--- config.mk ---
export PLATFORM = sky130hd
export DESIGN_NAME = toa_reflectance_calibrator_unit_flat
export DESIGN_NICKNAME = d
export VERILOG_FILES = /design/src/hdl/toa_pkg.sv /design/src/hdl/toa_if.sv /design/src/hdl/toa_reflectance_calibrator_unit.sv /design/src/hdl/toa_front.sv /design/src/hdl/toa_queue.sv /design/src/hdl/toa_back.sv /design/src/flat_wrapper.sv
export VERILOG_INCLUDE_DIRS = /design/src /design/src/hdl
export SDC_FILE = /design/constraint.sdc
export NUM_CORES = 2
export LEC_CHECK = 0
export BUFFER_PORTS_ARGS = -buffer_cell sky130_fd_sc_hd__buf_2
export CAP_MARGIN = 40
export CORE_MARGIN = 3
export CORE_UTILIZATION = 30
export DETAILED_ROUTE_END_ITERATION = 10
export PLACE_DENSITY = 0.47
export SLEW_MARGIN = 30
export SYNTH_ARGS = -nofsm -noshare
export SYNTH_HDL_FRONTEND = slang
export SYNTH_SLANG_ARGS = --single-unit
--- constraint.sdc ---
create_clock -name clk -period 12.5 [get_ports clk]
set_clock_uncertainty 0.05 [all_clocks]
set_input_delay 1.25 -clock clk [delete_from_list [all_inputs] [get_ports clk]]
set_output_delay 1.25 -clock clk [all_outputs]
set_load 0.005 [all_outputs]
--- src/hdl/toa_reflectance_calibrator_unit_assert.svh ---
// Assertion macros for the calibrator RTL.
// No dependencies; included inside module bodies.
`ifndef TOA_REFLECTANCE_CALIBRATOR_UNIT_ASSERT_SVH
`define TOA_REFLECTANCE_CALIBRATOR_UNIT_ASSERT_SVH

// Same-cycle implication, disabled during reset
`define TOA_ASSERT_IMP(label, clk, rst_n, ante, cons) \
    label: assert property (@(posedge clk) disable iff (!rst_n) (ante) |-> (cons)) \
        else $error("calibrator check failed");

// Next-cycle implication, disabled during reset
`define TOA_ASSERT_NXT(label, clk, rst_n, ante, cons) \
    label: assert property (@(posedge clk) disable iff (!rst_n) (ante) |=> (cons)) \
        else $error("calibrator check failed");

`endif

--- src/hdl/toa_pkg.sv ---
// Types and constants for the TOA reflectance calibrator.
// No dependencies; compiled first.
`default_nettype none

package toa_pkg;

    localparam int COUNT_BITS     = 16;
    localparam int VALUE_BITS     = 32;
    localparam int OFFSET_BITS    = 40;
    localparam int CFG_INDEX_BITS = 4;
    localparam int CFG_DATA_BITS  = 40;
    localparam int PRODUCT_BITS   = VALUE_BITS + COUNT_BITS + 1;
    localparam int SUM_BITS       = PRODUCT_BITS + 1;
    localparam int FRAC_BITS      = 16;

    // Register indexes on the configuration channel
    localparam logic [CFG_INDEX_BITS-1:0] REG_SLOPE        = 4'd0;
    localparam logic [CFG_INDEX_BITS-1:0] REG_OFFSET       = 4'd1;
    localparam logic [CFG_INDEX_BITS-1:0] REG_INPUT_FILL   = 4'd2;
    localparam logic [CFG_INDEX_BITS-1:0] REG_SAT_COUNT    = 4'd3;
    localparam logic [CFG_INDEX_BITS-1:0] REG_QA_FILL      = 4'd4;
    localparam logic [CFG_INDEX_BITS-1:0] REG_OUTPUT_FILL  = 4'd5;
    localparam logic [CFG_INDEX_BITS-1:0] REG_OUTPUT_SAT   = 4'd6;
    localparam logic [CFG_INDEX_BITS-1:0] REG_SWAP_BYTES   = 4'd7;

    typedef enum logic [1:0] {
        ST_VALID = 2'd0,
        ST_FILL  = 2'd1,
        ST_SAT   = 2'd2
    } status_t;

    typedef struct packed {
        logic [VALUE_BITS-1:0]  slope_q16;
        logic [OFFSET_BITS-1:0] offset_q16;
        logic [COUNT_BITS-1:0]  input_fill;
        logic [COUNT_BITS-1:0]  saturation_count;
        logic [COUNT_BITS-1:0]  qa_fill_code;
        logic [VALUE_BITS-1:0]  output_fill;
        logic [VALUE_BITS-1:0]  output_saturated;
        logic                   swap_bytes;
    } cfg_t;

    localparam cfg_t CFG_RESET = '{
        slope_q16:        32'd65536,
        offset_q16:       40'd0,
        input_fill:       16'd0,
        saturation_count: 16'd255,
        qa_fill_code:     16'd1,
        output_fill:      32'hFFFF_D8F1,
        output_saturated: 32'd20000,
        swap_bytes:       1'b0
    };

    // One classified pixel waiting for the datapath
    typedef struct packed {
        logic [COUNT_BITS-1:0] count;
        status_t               status;
    } entry_t;

    typedef struct packed {
        logic full;
        logic empty;
    } queue_flags_t;

endpackage

`default_nettype wire

--- src/hdl/toa_if.sv ---
// Channel interfaces: pixel input, result output and configuration write.
// No dependencies.
`default_nettype none

interface toa_in_if;
    logic        valid;
    logic        ready;
    logic [15:0] raw_sample;
    logic [15:0] qa_word;

    modport source (output valid, output raw_sample, output qa_word, input ready);
    modport sink   (input valid, input raw_sample, input qa_word, output ready);
endinterface

interface toa_out_if;
    logic               valid;
    logic               ready;
    logic signed [31:0] pixel_value;
    logic [1:0]         pixel_status;
    logic [15:0]        count_min;
    logic [15:0]        count_max;
    logic signed [31:0] value_min;
    logic signed [31:0] value_max;
    logic [31:0]        fill_total;
    logic [31:0]        valid_total;

    modport source (output valid, output pixel_value, output pixel_status,
                    output count_min, output count_max, output value_min,
                    output value_max, output fill_total, output valid_total,
                    input ready);
    modport sink   (input valid, input pixel_value, input pixel_status,
                    input count_min, input count_max, input value_min,
                    input value_max, input fill_total, input valid_total,
                    output ready);
endinterface

interface toa_cfg_if;
    logic        valid;
    logic        ready;
    logic [3:0]  index;
    logic [39:0] data;

    modport source (output valid, output index, output data, input ready);
    modport sink   (input valid, input index, input data, output ready);
endinterface

`default_nettype wire

--- src/hdl/toa_reflectance_calibrator_unit.sv ---
// Path from an accepted request to its result: queue, multiply, round/clamp,
// result register; throughput one pixel per cycle while the result side is ready,
// set by the single multiplier stage and the statistics update.
// Reset clears the configuration to its defaults, the queue, the pipeline
// valids and all statistics; no clearing pass is needed.
// Depends on toa_pkg, toa_if, toa_front, toa_queue, toa_back and the assert header.
`default_nettype none

module toa_reflectance_calibrator_unit #(
    parameter int SAMPLE_BITS = 16,
    parameter int QUEUE_DEPTH = 4
) (
    input  logic      clk,
    input  logic      rst_n,
    toa_in_if.sink    pixel_in,
    toa_out_if.source pixel_out,
    toa_cfg_if.sink   cfg
);
    import toa_pkg::*;
    `include "toa_reflectance_calibrator_unit_assert.svh"

    cfg_t         cfg_reg, cfg_next;
    logic         push, pop;
    entry_t       push_entry, head;
    queue_flags_t q_flags;

    // Configuration register file, always ready
    assign cfg.ready = 1'b1;

    always_comb
    begin
        cfg_next = cfg_reg;
        if (cfg.valid)
        begin
            case (cfg.index)
                REG_SLOPE:       cfg_next.slope_q16        = cfg.data[VALUE_BITS-1:0];
                REG_OFFSET:      cfg_next.offset_q16       = cfg.data[OFFSET_BITS-1:0];
                REG_INPUT_FILL:  cfg_next.input_fill       = cfg.data[COUNT_BITS-1:0];
                REG_SAT_COUNT:   cfg_next.saturation_count = cfg.data[COUNT_BITS-1:0];
                REG_QA_FILL:     cfg_next.qa_fill_code     = cfg.data[COUNT_BITS-1:0];
                REG_OUTPUT_FILL: cfg_next.output_fill      = cfg.data[VALUE_BITS-1:0];
                REG_OUTPUT_SAT:  cfg_next.output_saturated = cfg.data[VALUE_BITS-1:0];
                REG_SWAP_BYTES:  cfg_next.swap_bytes       = cfg.data[0];
                default:         cfg_next = cfg_reg;
            endcase
        end
    end

    always_ff @(posedge clk or negedge rst_n)
    begin
        if (!rst_n)
        begin
            cfg_reg <= CFG_RESET;
        end
        else
        begin
            cfg_reg <= cfg_next;
        end
    end

    toa_front #(
        .SAMPLE_BITS (SAMPLE_BITS)
    ) u_front (
        .pixel_in   (pixel_in),
        .cfg        (cfg_reg),
        .q_flags    (q_flags),
        .push       (push),
        .push_entry (push_entry)
    );

    toa_queue #(
        .DEPTH (QUEUE_DEPTH)
    ) u_queue (
        .clk        (clk),
        .rst_n      (rst_n),
        .push       (push),
        .push_entry (push_entry),
        .pop        (pop),
        .head       (head),
        .flags      (q_flags)
    );

    toa_back u_back (
        .clk       (clk),
        .rst_n     (rst_n),
        .cfg       (cfg_reg),
        .head      (head),
        .q_flags   (q_flags),
        .pop       (pop),
        .pixel_out (pixel_out)
    );

    // A valid result lies within the running value range
    `TOA_ASSERT_IMP(a_value_in_range, clk, rst_n,
        pixel_out.valid && pixel_out.pixel_status == ST_VALID,
        $signed(pixel_out.value_min) <= $signed(pixel_out.pixel_value) && $signed(pixel_out.pixel_value) <= $signed(pixel_out.value_max))
    // Count extrema stay ordered once a valid pixel has been seen
    `TOA_ASSERT_IMP(a_count_order, clk, rst_n,
        pixel_out.valid_total != 32'd0,
        pixel_out.count_min <= pixel_out.count_max)
    // A fill result has been counted
    `TOA_ASSERT_IMP(a_fill_counted, clk, rst_n,
        pixel_out.valid && pixel_out.pixel_status == ST_FILL,
        pixel_out.fill_total != 32'd0)
    // A full queue never takes a request
    `TOA_ASSERT_IMP(a_no_overrun, clk, rst_n, q_flags.full, !push)

endmodule

`default_nettype wire

--- src/hdl/toa_front.sv ---
// Front end: takes a request, swaps and masks the sample, classifies it.
// Depends on toa_pkg and toa_in_if.
`default_nettype none

module toa_front #(
    parameter int SAMPLE_BITS = 16
) (
    toa_in_if.sink                  pixel_in,
    input  toa_pkg::cfg_t           cfg,
    input  toa_pkg::queue_flags_t   q_flags,
    output logic                    push,
    output toa_pkg::entry_t         push_entry
);
    import toa_pkg::*;

    localparam logic [COUNT_BITS-1:0] SAMPLE_MASK =
        COUNT_BITS'((32'd1 << SAMPLE_BITS) - 32'd1);

    logic [COUNT_BITS-1:0] swapped;
    logic [COUNT_BITS-1:0] count;

    // Byte swap only applies to full-width samples
    always_comb
    begin
        if (cfg.swap_bytes && (SAMPLE_BITS >= 16))
        begin
            swapped = {pixel_in.raw_sample[7:0], pixel_in.raw_sample[15:8]};
        end
        else
        begin
            swapped = pixel_in.raw_sample;
        end
        count = swapped & SAMPLE_MASK;
    end

    // Classification: fill wins over saturation
    always_comb
    begin
        push_entry.count = count;
        if ((count == cfg.input_fill) || (pixel_in.qa_word == cfg.qa_fill_code))
        begin
            push_entry.status = ST_FILL;
        end
        else if (count == cfg.saturation_count)
        begin
            push_entry.status = ST_SAT;
        end
        else
        begin
            push_entry.status = ST_VALID;
        end
    end

    assign pixel_in.ready = !q_flags.full;
    assign push           = pixel_in.valid && pixel_in.ready;

endmodule

`default_nettype wire

--- src/hdl/toa_queue.sv ---
// Small FIFO between the front end and the datapath.
// Depends on toa_pkg.
`default_nettype none

module toa_queue #(
    parameter int DEPTH = 4
) (
    input  logic                    clk,
    input  logic                    rst_n,
    input  logic                    push,
    input  toa_pkg::entry_t         push_entry,
    input  logic                    pop,
    output toa_pkg::entry_t         head,
    output toa_pkg::queue_flags_t   flags
);
    import toa_pkg::*;

    localparam int PTR_W = (DEPTH > 1) ? $clog2(DEPTH) : 1;
    localparam int CNT_W = $clog2(DEPTH + 1);
    localparam logic [PTR_W-1:0] LAST = PTR_W'(DEPTH - 1);
    localparam logic [CNT_W-1:0] FULL_CNT = CNT_W'(DEPTH);

    entry_t            store_reg [DEPTH];
    logic [PTR_W-1:0]  wr_ptr_reg, wr_ptr_next;
    logic [PTR_W-1:0]  rd_ptr_reg, rd_ptr_next;
    logic [CNT_W-1:0]  fill_reg, fill_next;
    logic              do_push, do_pop;

    assign flags.full  = (fill_reg == FULL_CNT);
    assign flags.empty = (fill_reg == '0);
    assign do_push     = push && !flags.full;
    assign do_pop      = pop && !flags.empty;
    assign head        = store_reg[rd_ptr_reg];

    // Pointer and occupancy update
    always_comb
    begin
        wr_ptr_next = wr_ptr_reg;
        rd_ptr_next = rd_ptr_reg;
        fill_next   = fill_reg;
        if (do_push)
        begin
            wr_ptr_next = (wr_ptr_reg == LAST) ? '0 : wr_ptr_reg + 1'b1;
        end
        if (do_pop)
        begin
            rd_ptr_next = (rd_ptr_reg == LAST) ? '0 : rd_ptr_reg + 1'b1;
        end
        if (do_push && !do_pop)
        begin
            fill_next = fill_reg + 1'b1;
        end
        else if (do_pop && !do_push)
        begin
            fill_next = fill_reg - 1'b1;
        end
    end

    always_ff @(posedge clk or negedge rst_n)
    begin
        if (!rst_n)
        begin
            wr_ptr_reg <= '0;
            rd_ptr_reg <= '0;
            fill_reg   <= '0;
        end
        else
        begin
            wr_ptr_reg <= wr_ptr_next;
            rd_ptr_reg <= rd_ptr_next;
            fill_reg   <= fill_next;
        end
    end

    // Entry storage, no reset needed
    always_ff @(posedge clk)
    begin
        if (do_push)
        begin
            store_reg[wr_ptr_reg] <= push_entry;
        end
    end

endmodule

`default_nettype wire

--- src/hdl/toa_back.sv ---
// Back end: multiply, offset/round/clamp, then statistics and result register.
// Depends on toa_pkg and toa_out_if.
`default_nettype none

module toa_back (
    input  logic                    clk,
    input  logic                    rst_n,
    input  toa_pkg::cfg_t           cfg,
    input  toa_pkg::entry_t         head,
    input  toa_pkg::queue_flags_t   q_flags,
    output logic                    pop,
    toa_out_if.source               pixel_out
);
    import toa_pkg::*;

    localparam logic [VALUE_BITS-1:0] VALUE_MAX_C = {1'b0, {(VALUE_BITS-1){1'b1}}};
    localparam logic [VALUE_BITS-1:0] VALUE_MIN_C = {1'b1, {(VALUE_BITS-1){1'b0}}};
    localparam logic [SUM_BITS-1:0]   ROUND_HALF  = SUM_BITS'(1) << (FRAC_BITS - 1);
    localparam int                    Q_BITS      = SUM_BITS - FRAC_BITS;
    localparam logic [31:0]           CNT_SAT     = '1;

    logic advance;

    // Stage 1: product
    logic                           s1_valid_reg;
    logic signed [PRODUCT_BITS-1:0] s1_product_reg;
    logic [COUNT_BITS-1:0]          s1_count_reg;
    status_t                        s1_status_reg;

    // Stage 2: final pixel value
    logic                  s2_valid_reg;
    logic [VALUE_BITS-1:0] s2_value_reg;
    logic [COUNT_BITS-1:0] s2_count_reg;
    status_t               s2_status_reg;

    // Result register and running statistics
    logic                  out_valid_reg;
    logic [VALUE_BITS-1:0] out_value_reg;
    status_t               out_status_reg;
    logic                  seen_reg, seen_next;
    logic [COUNT_BITS-1:0] cmin_reg, cmin_next;
    logic [COUNT_BITS-1:0] cmax_reg, cmax_next;
    logic [VALUE_BITS-1:0] vmin_reg, vmin_next;
    logic [VALUE_BITS-1:0] vmax_reg, vmax_next;
    logic [31:0]           fills_reg, fills_next;
    logic [31:0]           valids_reg, valids_next;

    logic signed [SUM_BITS-1:0] sum;
    logic [Q_BITS-1:0]          quot;
    logic [VALUE_BITS-1:0]      clamped;
    logic [VALUE_BITS-1:0]      s2_value_next;

    // Whole pipeline moves when the result register can take a new request
    assign advance = !out_valid_reg || pixel_out.ready;
    assign pop     = advance && !q_flags.empty;

    // Offset, round half up, floor shift and clamp; fill and saturated pixels take their set values
    always_comb
    begin
        sum = SUM_BITS'(s1_product_reg)
            + SUM_BITS'($signed(cfg.offset_q16))
            + $signed(ROUND_HALF);
        quot = sum[SUM_BITS-1:FRAC_BITS];
        if (quot[Q_BITS-1:VALUE_BITS-1] == '0 || quot[Q_BITS-1:VALUE_BITS-1] == '1)
        begin
            clamped = quot[VALUE_BITS-1:0];
        end
        else if (quot[Q_BITS-1])
        begin
            clamped = VALUE_MIN_C;
        end
        else
        begin
            clamped = VALUE_MAX_C;
        end
        case (s1_status_reg)
            ST_FILL:  s2_value_next = cfg.output_fill;
            ST_SAT:   s2_value_next = cfg.output_saturated;
            default:  s2_value_next = clamped;
        endcase
    end

    // Statistics update for the request entering the result register
    always_comb
    begin
        seen_next   = seen_reg;
        cmin_next   = cmin_reg;
        cmax_next   = cmax_reg;
        vmin_next   = vmin_reg;
        vmax_next   = vmax_reg;
        fills_next  = fills_reg;
        valids_next = valids_reg;
        if (s2_valid_reg && s2_status_reg == ST_FILL)
        begin
            if (fills_reg != CNT_SAT)
            begin
                fills_next = fills_reg + 1'b1;
            end
        end
        else if (s2_valid_reg && s2_status_reg == ST_VALID)
        begin
            if (valids_reg != CNT_SAT)
            begin
                valids_next = valids_reg + 1'b1;
            end
            seen_next = 1'b1;
            if (!seen_reg || s2_count_reg < cmin_reg)
            begin
                cmin_next = s2_count_reg;
            end
            if (!seen_reg || s2_count_reg > cmax_reg)
            begin
                cmax_next = s2_count_reg;
            end
            if (!seen_reg || $signed(s2_value_reg) < $signed(vmin_reg))
            begin
                vmin_next = s2_value_reg;
            end
            if (!seen_reg || $signed(s2_value_reg) > $signed(vmax_reg))
            begin
                vmax_next = s2_value_reg;
            end
        end
    end

    // Control state
    always_ff @(posedge clk or negedge rst_n)
    begin
        if (!rst_n)
        begin
            s1_valid_reg  <= 1'b0;
            s2_valid_reg  <= 1'b0;
            out_valid_reg <= 1'b0;
            seen_reg      <= 1'b0;
            cmin_reg      <= '0;
            cmax_reg      <= '0;
            vmin_reg      <= '0;
            vmax_reg      <= '0;
            fills_reg     <= '0;
            valids_reg    <= '0;
        end
        else if (advance)
        begin
            s1_valid_reg  <= !q_flags.empty;
            s2_valid_reg  <= s1_valid_reg;
            out_valid_reg <= s2_valid_reg;
            seen_reg      <= seen_next;
            cmin_reg      <= cmin_next;
            cmax_reg      <= cmax_next;
            vmin_reg      <= vmin_next;
            vmax_reg      <= vmax_next;
            fills_reg     <= fills_next;
            valids_reg    <= valids_next;
        end
    end

    // Datapath registers
    always_ff @(posedge clk)
    begin
        if (advance)
        begin
            s1_product_reg <= $signed(cfg.slope_q16) * $signed({1'b0, head.count});
            s1_count_reg   <= head.count;
            s1_status_reg  <= head.status;
            s2_value_reg   <= s2_value_next;
            s2_count_reg   <= s1_count_reg;
            s2_status_reg  <= s1_status_reg;
            out_value_reg  <= s2_value_reg;
            out_status_reg <= s2_status_reg;
        end
    end

    assign pixel_out.valid        = out_valid_reg;
    assign pixel_out.pixel_value  = out_value_reg;
    assign pixel_out.pixel_status = out_status_reg;
    assign pixel_out.count_min    = cmin_reg;
    assign pixel_out.count_max    = cmax_reg;
    assign pixel_out.value_min    = vmin_reg;
    assign pixel_out.value_max    = vmax_reg;
    assign pixel_out.fill_total   = fills_reg;
    assign pixel_out.valid_total  = valids_reg;

endmodule

`default_nettype wire

--- src/flat_wrapper.sv ---
// flat-port wrapper written by rule: the top's interface ports become plain ports
module toa_reflectance_calibrator_unit_flat import toa_pkg::*;
#(
    parameter int SAMPLE_BITS = 16,
    parameter int QUEUE_DEPTH = 4
)
  (clk, rst_n, pixel_in_valid, pixel_in_raw_sample, pixel_in_qa_word, pixel_in_ready, pixel_out_valid, pixel_out_pixel_value, pixel_out_pixel_status, pixel_out_count_min, pixel_out_count_max, pixel_out_value_min, pixel_out_value_max, pixel_out_fill_total, pixel_out_valid_total, pixel_out_ready, cfg_valid, cfg_index, cfg_data, cfg_ready);
  toa_in_if pixel_in_i ();
  toa_out_if pixel_out_i ();
  toa_cfg_if cfg_i ();
  input  logic clk;
  input  logic rst_n;
  input wire logic [$bits(pixel_in_i.valid)-1:0] pixel_in_valid;
  input wire logic [$bits(pixel_in_i.raw_sample)-1:0] pixel_in_raw_sample;
  input wire logic [$bits(pixel_in_i.qa_word)-1:0] pixel_in_qa_word;
  output wire logic [$bits(pixel_in_i.ready)-1:0] pixel_in_ready;
  output wire logic [$bits(pixel_out_i.valid)-1:0] pixel_out_valid;
  output wire logic [$bits(pixel_out_i.pixel_value)-1:0] pixel_out_pixel_value;
  output wire logic [$bits(pixel_out_i.pixel_status)-1:0] pixel_out_pixel_status;
  output wire logic [$bits(pixel_out_i.count_min)-1:0] pixel_out_count_min;
  output wire logic [$bits(pixel_out_i.count_max)-1:0] pixel_out_count_max;
  output wire logic [$bits(pixel_out_i.value_min)-1:0] pixel_out_value_min;
  output wire logic [$bits(pixel_out_i.value_max)-1:0] pixel_out_value_max;
  output wire logic [$bits(pixel_out_i.fill_total)-1:0] pixel_out_fill_total;
  output wire logic [$bits(pixel_out_i.valid_total)-1:0] pixel_out_valid_total;
  input wire logic [$bits(pixel_out_i.ready)-1:0] pixel_out_ready;
  input wire logic [$bits(cfg_i.valid)-1:0] cfg_valid;
  input wire logic [$bits(cfg_i.index)-1:0] cfg_index;
  input wire logic [$bits(cfg_i.data)-1:0] cfg_data;
  output wire logic [$bits(cfg_i.ready)-1:0] cfg_ready;
  assign pixel_in_i.valid = pixel_in_valid;
  assign pixel_in_i.raw_sample = pixel_in_raw_sample;
  assign pixel_in_i.qa_word = pixel_in_qa_word;
  assign pixel_in_ready = pixel_in_i.ready;
  assign pixel_out_valid = pixel_out_i.valid;
  assign pixel_out_pixel_value = pixel_out_i.pixel_value;
  assign pixel_out_pixel_status = pixel_out_i.pixel_status;
  assign pixel_out_count_min = pixel_out_i.count_min;
  assign pixel_out_count_max = pixel_out_i.count_max;
  assign pixel_out_value_min = pixel_out_i.value_min;
  assign pixel_out_value_max = pixel_out_i.value_max;
  assign pixel_out_fill_total = pixel_out_i.fill_total;
  assign pixel_out_valid_total = pixel_out_i.valid_total;
  assign pixel_out_i.ready = pixel_out_ready;
  assign cfg_i.valid = cfg_valid;
  assign cfg_i.index = cfg_index;
  assign cfg_i.data = cfg_data;
  assign cfg_ready = cfg_i.ready;
  toa_reflectance_calibrator_unit #(.SAMPLE_BITS(SAMPLE_BITS), .QUEUE_DEPTH(QUEUE_DEPTH)) u_core (.clk(clk), .rst_n(rst_n), .pixel_in(pixel_in_i), .pixel_out(pixel_out_i), .cfg(cfg_i));
endmodule
==> results.py <==
metrics = {
    "cts": {
        "clk_latency_ps": 670,
        "post_cts_resized": 0,
        "clock-sinks": 579,
        "cts_inserted_buffers": 69,
        "h-tree-depth": 3,
        "cts_tree": "built",
        "cts_hold_buf": 0,
        "clock-root-buffer": "clkbuf_16",
        "cts.clk_slew.worst_paths_ps": 60,
        "cts_buffer_depth": 3,
        "cts_setup_buffers": 0,
    },
    "synth": {
        "syn_area_um2": 45900,
        "synth_ff_type": "dfrtp_1",
        "synth_seq_area_share": 0.341,
        "synthTopCellsByArea": "fa_1 21%, dfrtp_1 17%, edfxtp_1 15%, ha_1 8.6%, mux2_2 6.6%",
        "avgSynthCellArea_um2": 11.0,
        "synth.top_cell.area_share": 0.214,
        "ys_async_sr_fraction": 0.615,
        "synth_top_cell_by_area": "fa_1",
        "yosys_warnings": 0,
        "syn-instance-count": 4193,
        "synth_fp_nets": 5080,
        "synth_edf_count": 223,
        "ys_ff_latch": 579,
        "synth_cell_types": 80,
    },
    "detailed_routing": {
        "vias": 30800,
        "drc": 0,
        "drt-total-wl_mm": 124,
        "detail-route-antenna-nets": 0,
        "first_pass_iters": 5,
        "viasPerCell": 4.72,
        "drt_iter0_drc": 1462,
        "drt-wirelength-per-cell_um": 19.0,
    },
    "sta": {
        "post-route-min-period_ps": 8820,
        "worstMarginPinSlew_ps": 986,
        "rsz0062_at_grt": "false",
        "max_freq_ghz": 0.113,
        "setup_viol": 0,
        "finalHoldViolations": 0,
        "relSlewSlack": 0.343,
        "fin_tns_setup_ps": 0,
        "post-route-period-util": 0.706,
        "maxSlewViolCount": 0,
    },
    "global_routing": {
        "grt_pass1_vias": 32500,
        "overflow": 0,
        "grt_max_degree": 145,
        "grt_util_all_layers": 0.160,
        "antenna_found_initial": 8,
        "grt_pass1_wl_mm": 196,
    },
    "finish": {
        "drive_gt1_frac": 0.176,
        "final_util": 0.345,
        "largest_reg_flops": 185,
        "nets": 5328,
        "design_area_um2": 52100,
        "area_delta_synth_final_pct": 13.5,
        "mostFrequentLayoutCells": "725 x inv_1, 490 x fa_1, 399 x nand2_1",
        "mostFrequentLayoutCell": "inv_1",
    },
    "die": {
        "die-area_um2": 158000,
        "fp.dieW_um": 397,
        "start_util": 0.304,
        "ioPinCount": 278,
        "die_h_um": 397,
        "num_rows": 142,
        "core_area_um2": 151000,
    },
    "critical_path": {
        "worst_ep_required_time_ps": 12850,
        "worstSetupPathType": "reg2reg",
        "cp.arrival_ps": 9170,
        "worstPathMaxFanout": 33,
        "endpoint_kind": "register",
        "cp-start-kind": "register",
    },
    "placement": {
        "gp_congestion": 0.852,
        "portBuffers": 276,
        "dp_hpwl_mm": 96.1,
        "placed_area_um2": 49700,
    },
    "outcome": {
        "outcome": "complete, no violations",
    },
    "hold_path": {
        "hold_class": "reg2reg",
    },
    "flow_run": {
        "cap_violations": 0,
    },
}
==> kinds of logic after synthesis <==
group,count (synthesis),share of synthesized area
other cells,1,0.0000817
simple gates,998,0.107
compound gates,432,0.0636
mux,305,0.0787
flops,579,0.341
fa+ha+maj,806,0.300
buf+inv,880,0.0730
xor+xnor,192,0.0366
==> synth_stat cells (all sizes together) (64+ instances only) <==
cell type  instances
xnor2            136
and2             249
mux2             269
edfxtp           223
nand3             66
a21o              64
dfrtp            316
ha               316
nand2            399
fa               490
inv              726
a21oi            139
nor2             104
clkbuf           126
==> critical path, cell delays in order (launching register included) <==
cell and delay (ps):
dfrtp_1 320, buf_4 370, mux4_2 890, and2_1 320, fa_1 530, inv_1 50
fa_1 550, fa_1 450, fa_1 490, inv_1 70, fa_1 530, inv_1 50
fa_1 530, inv_1 40, ha_1 360, nand2_1 90, nor2_1 200, o311ai_0 290
a211oi_1 600, a211oi_1 170, o41ai_1 690, a31o_2 280, nand3_1 210, o21a_1 260
xnor2_1 120
==> metal layers <==
layer	global-route usage	wire (um)	vias up	share of wire
met2	0.277	61900	540	0.50
li1	-	-	14200	-
met1	0.213	54700	15900	0.44
met3	0.0237	5050	138	0.041
met5	0	0	-	0
met4	0.0344	2420	0	0.019
==> metrics by stage <==
stage | setup WS [ps] | instances | hold WS, ps
final | 3680 | 6515 | 361
after CTS | 3640 | 6504 | 368
after global placement | 3550 | 6367 | 351
after global routing | 3180 | 6514 | 359
after floorplan | 4720 | 4193 | 350
after detailed placement | 3720 | 6378 | 357
==> cell type report <==
type                    count  area [um2]
fillers                 15400       98900
multi-input cells        2734       27000
well taps                2016        2520
clock buffers              95        1930
repair buffers            330        1940
inverters                 727        2730
diodes                      3        7.51
flip-flops and latches    579       15700
clock inverters            31         360
==> worst paths after layout <==
kind / start / to / slack (ps) / cells past startpoint
min reg2reg: u_core.u_back.s1_count_reg[11] / u_core.u_back.s2_count_reg[11] / 360 / 0
min in group asynchronous: rst_n / u_core.u_back.pixel_out.count_max[9] / 520 / 1
max in group asynchronous: rst_n / u_core.u_back.pixel_out.value_max[27] / 10300 / 2
max reg2reg: u_core.u_queue.rd_ptr_reg[0] / u_core.u_back.s1_product_reg[45] / 3680 / 24
min: u_core.u_back.s1_count_reg[11] / u_core.u_back.s2_count_reg[11] / 360 / 0
max: u_core.u_queue.rd_ptr_reg[0] / u_core.u_back.s1_product_reg[45] / 3680 / 24
Power is not shown: default switching activity piles up to over one toggle a cycle in this logic, so the estimate is an artifact.
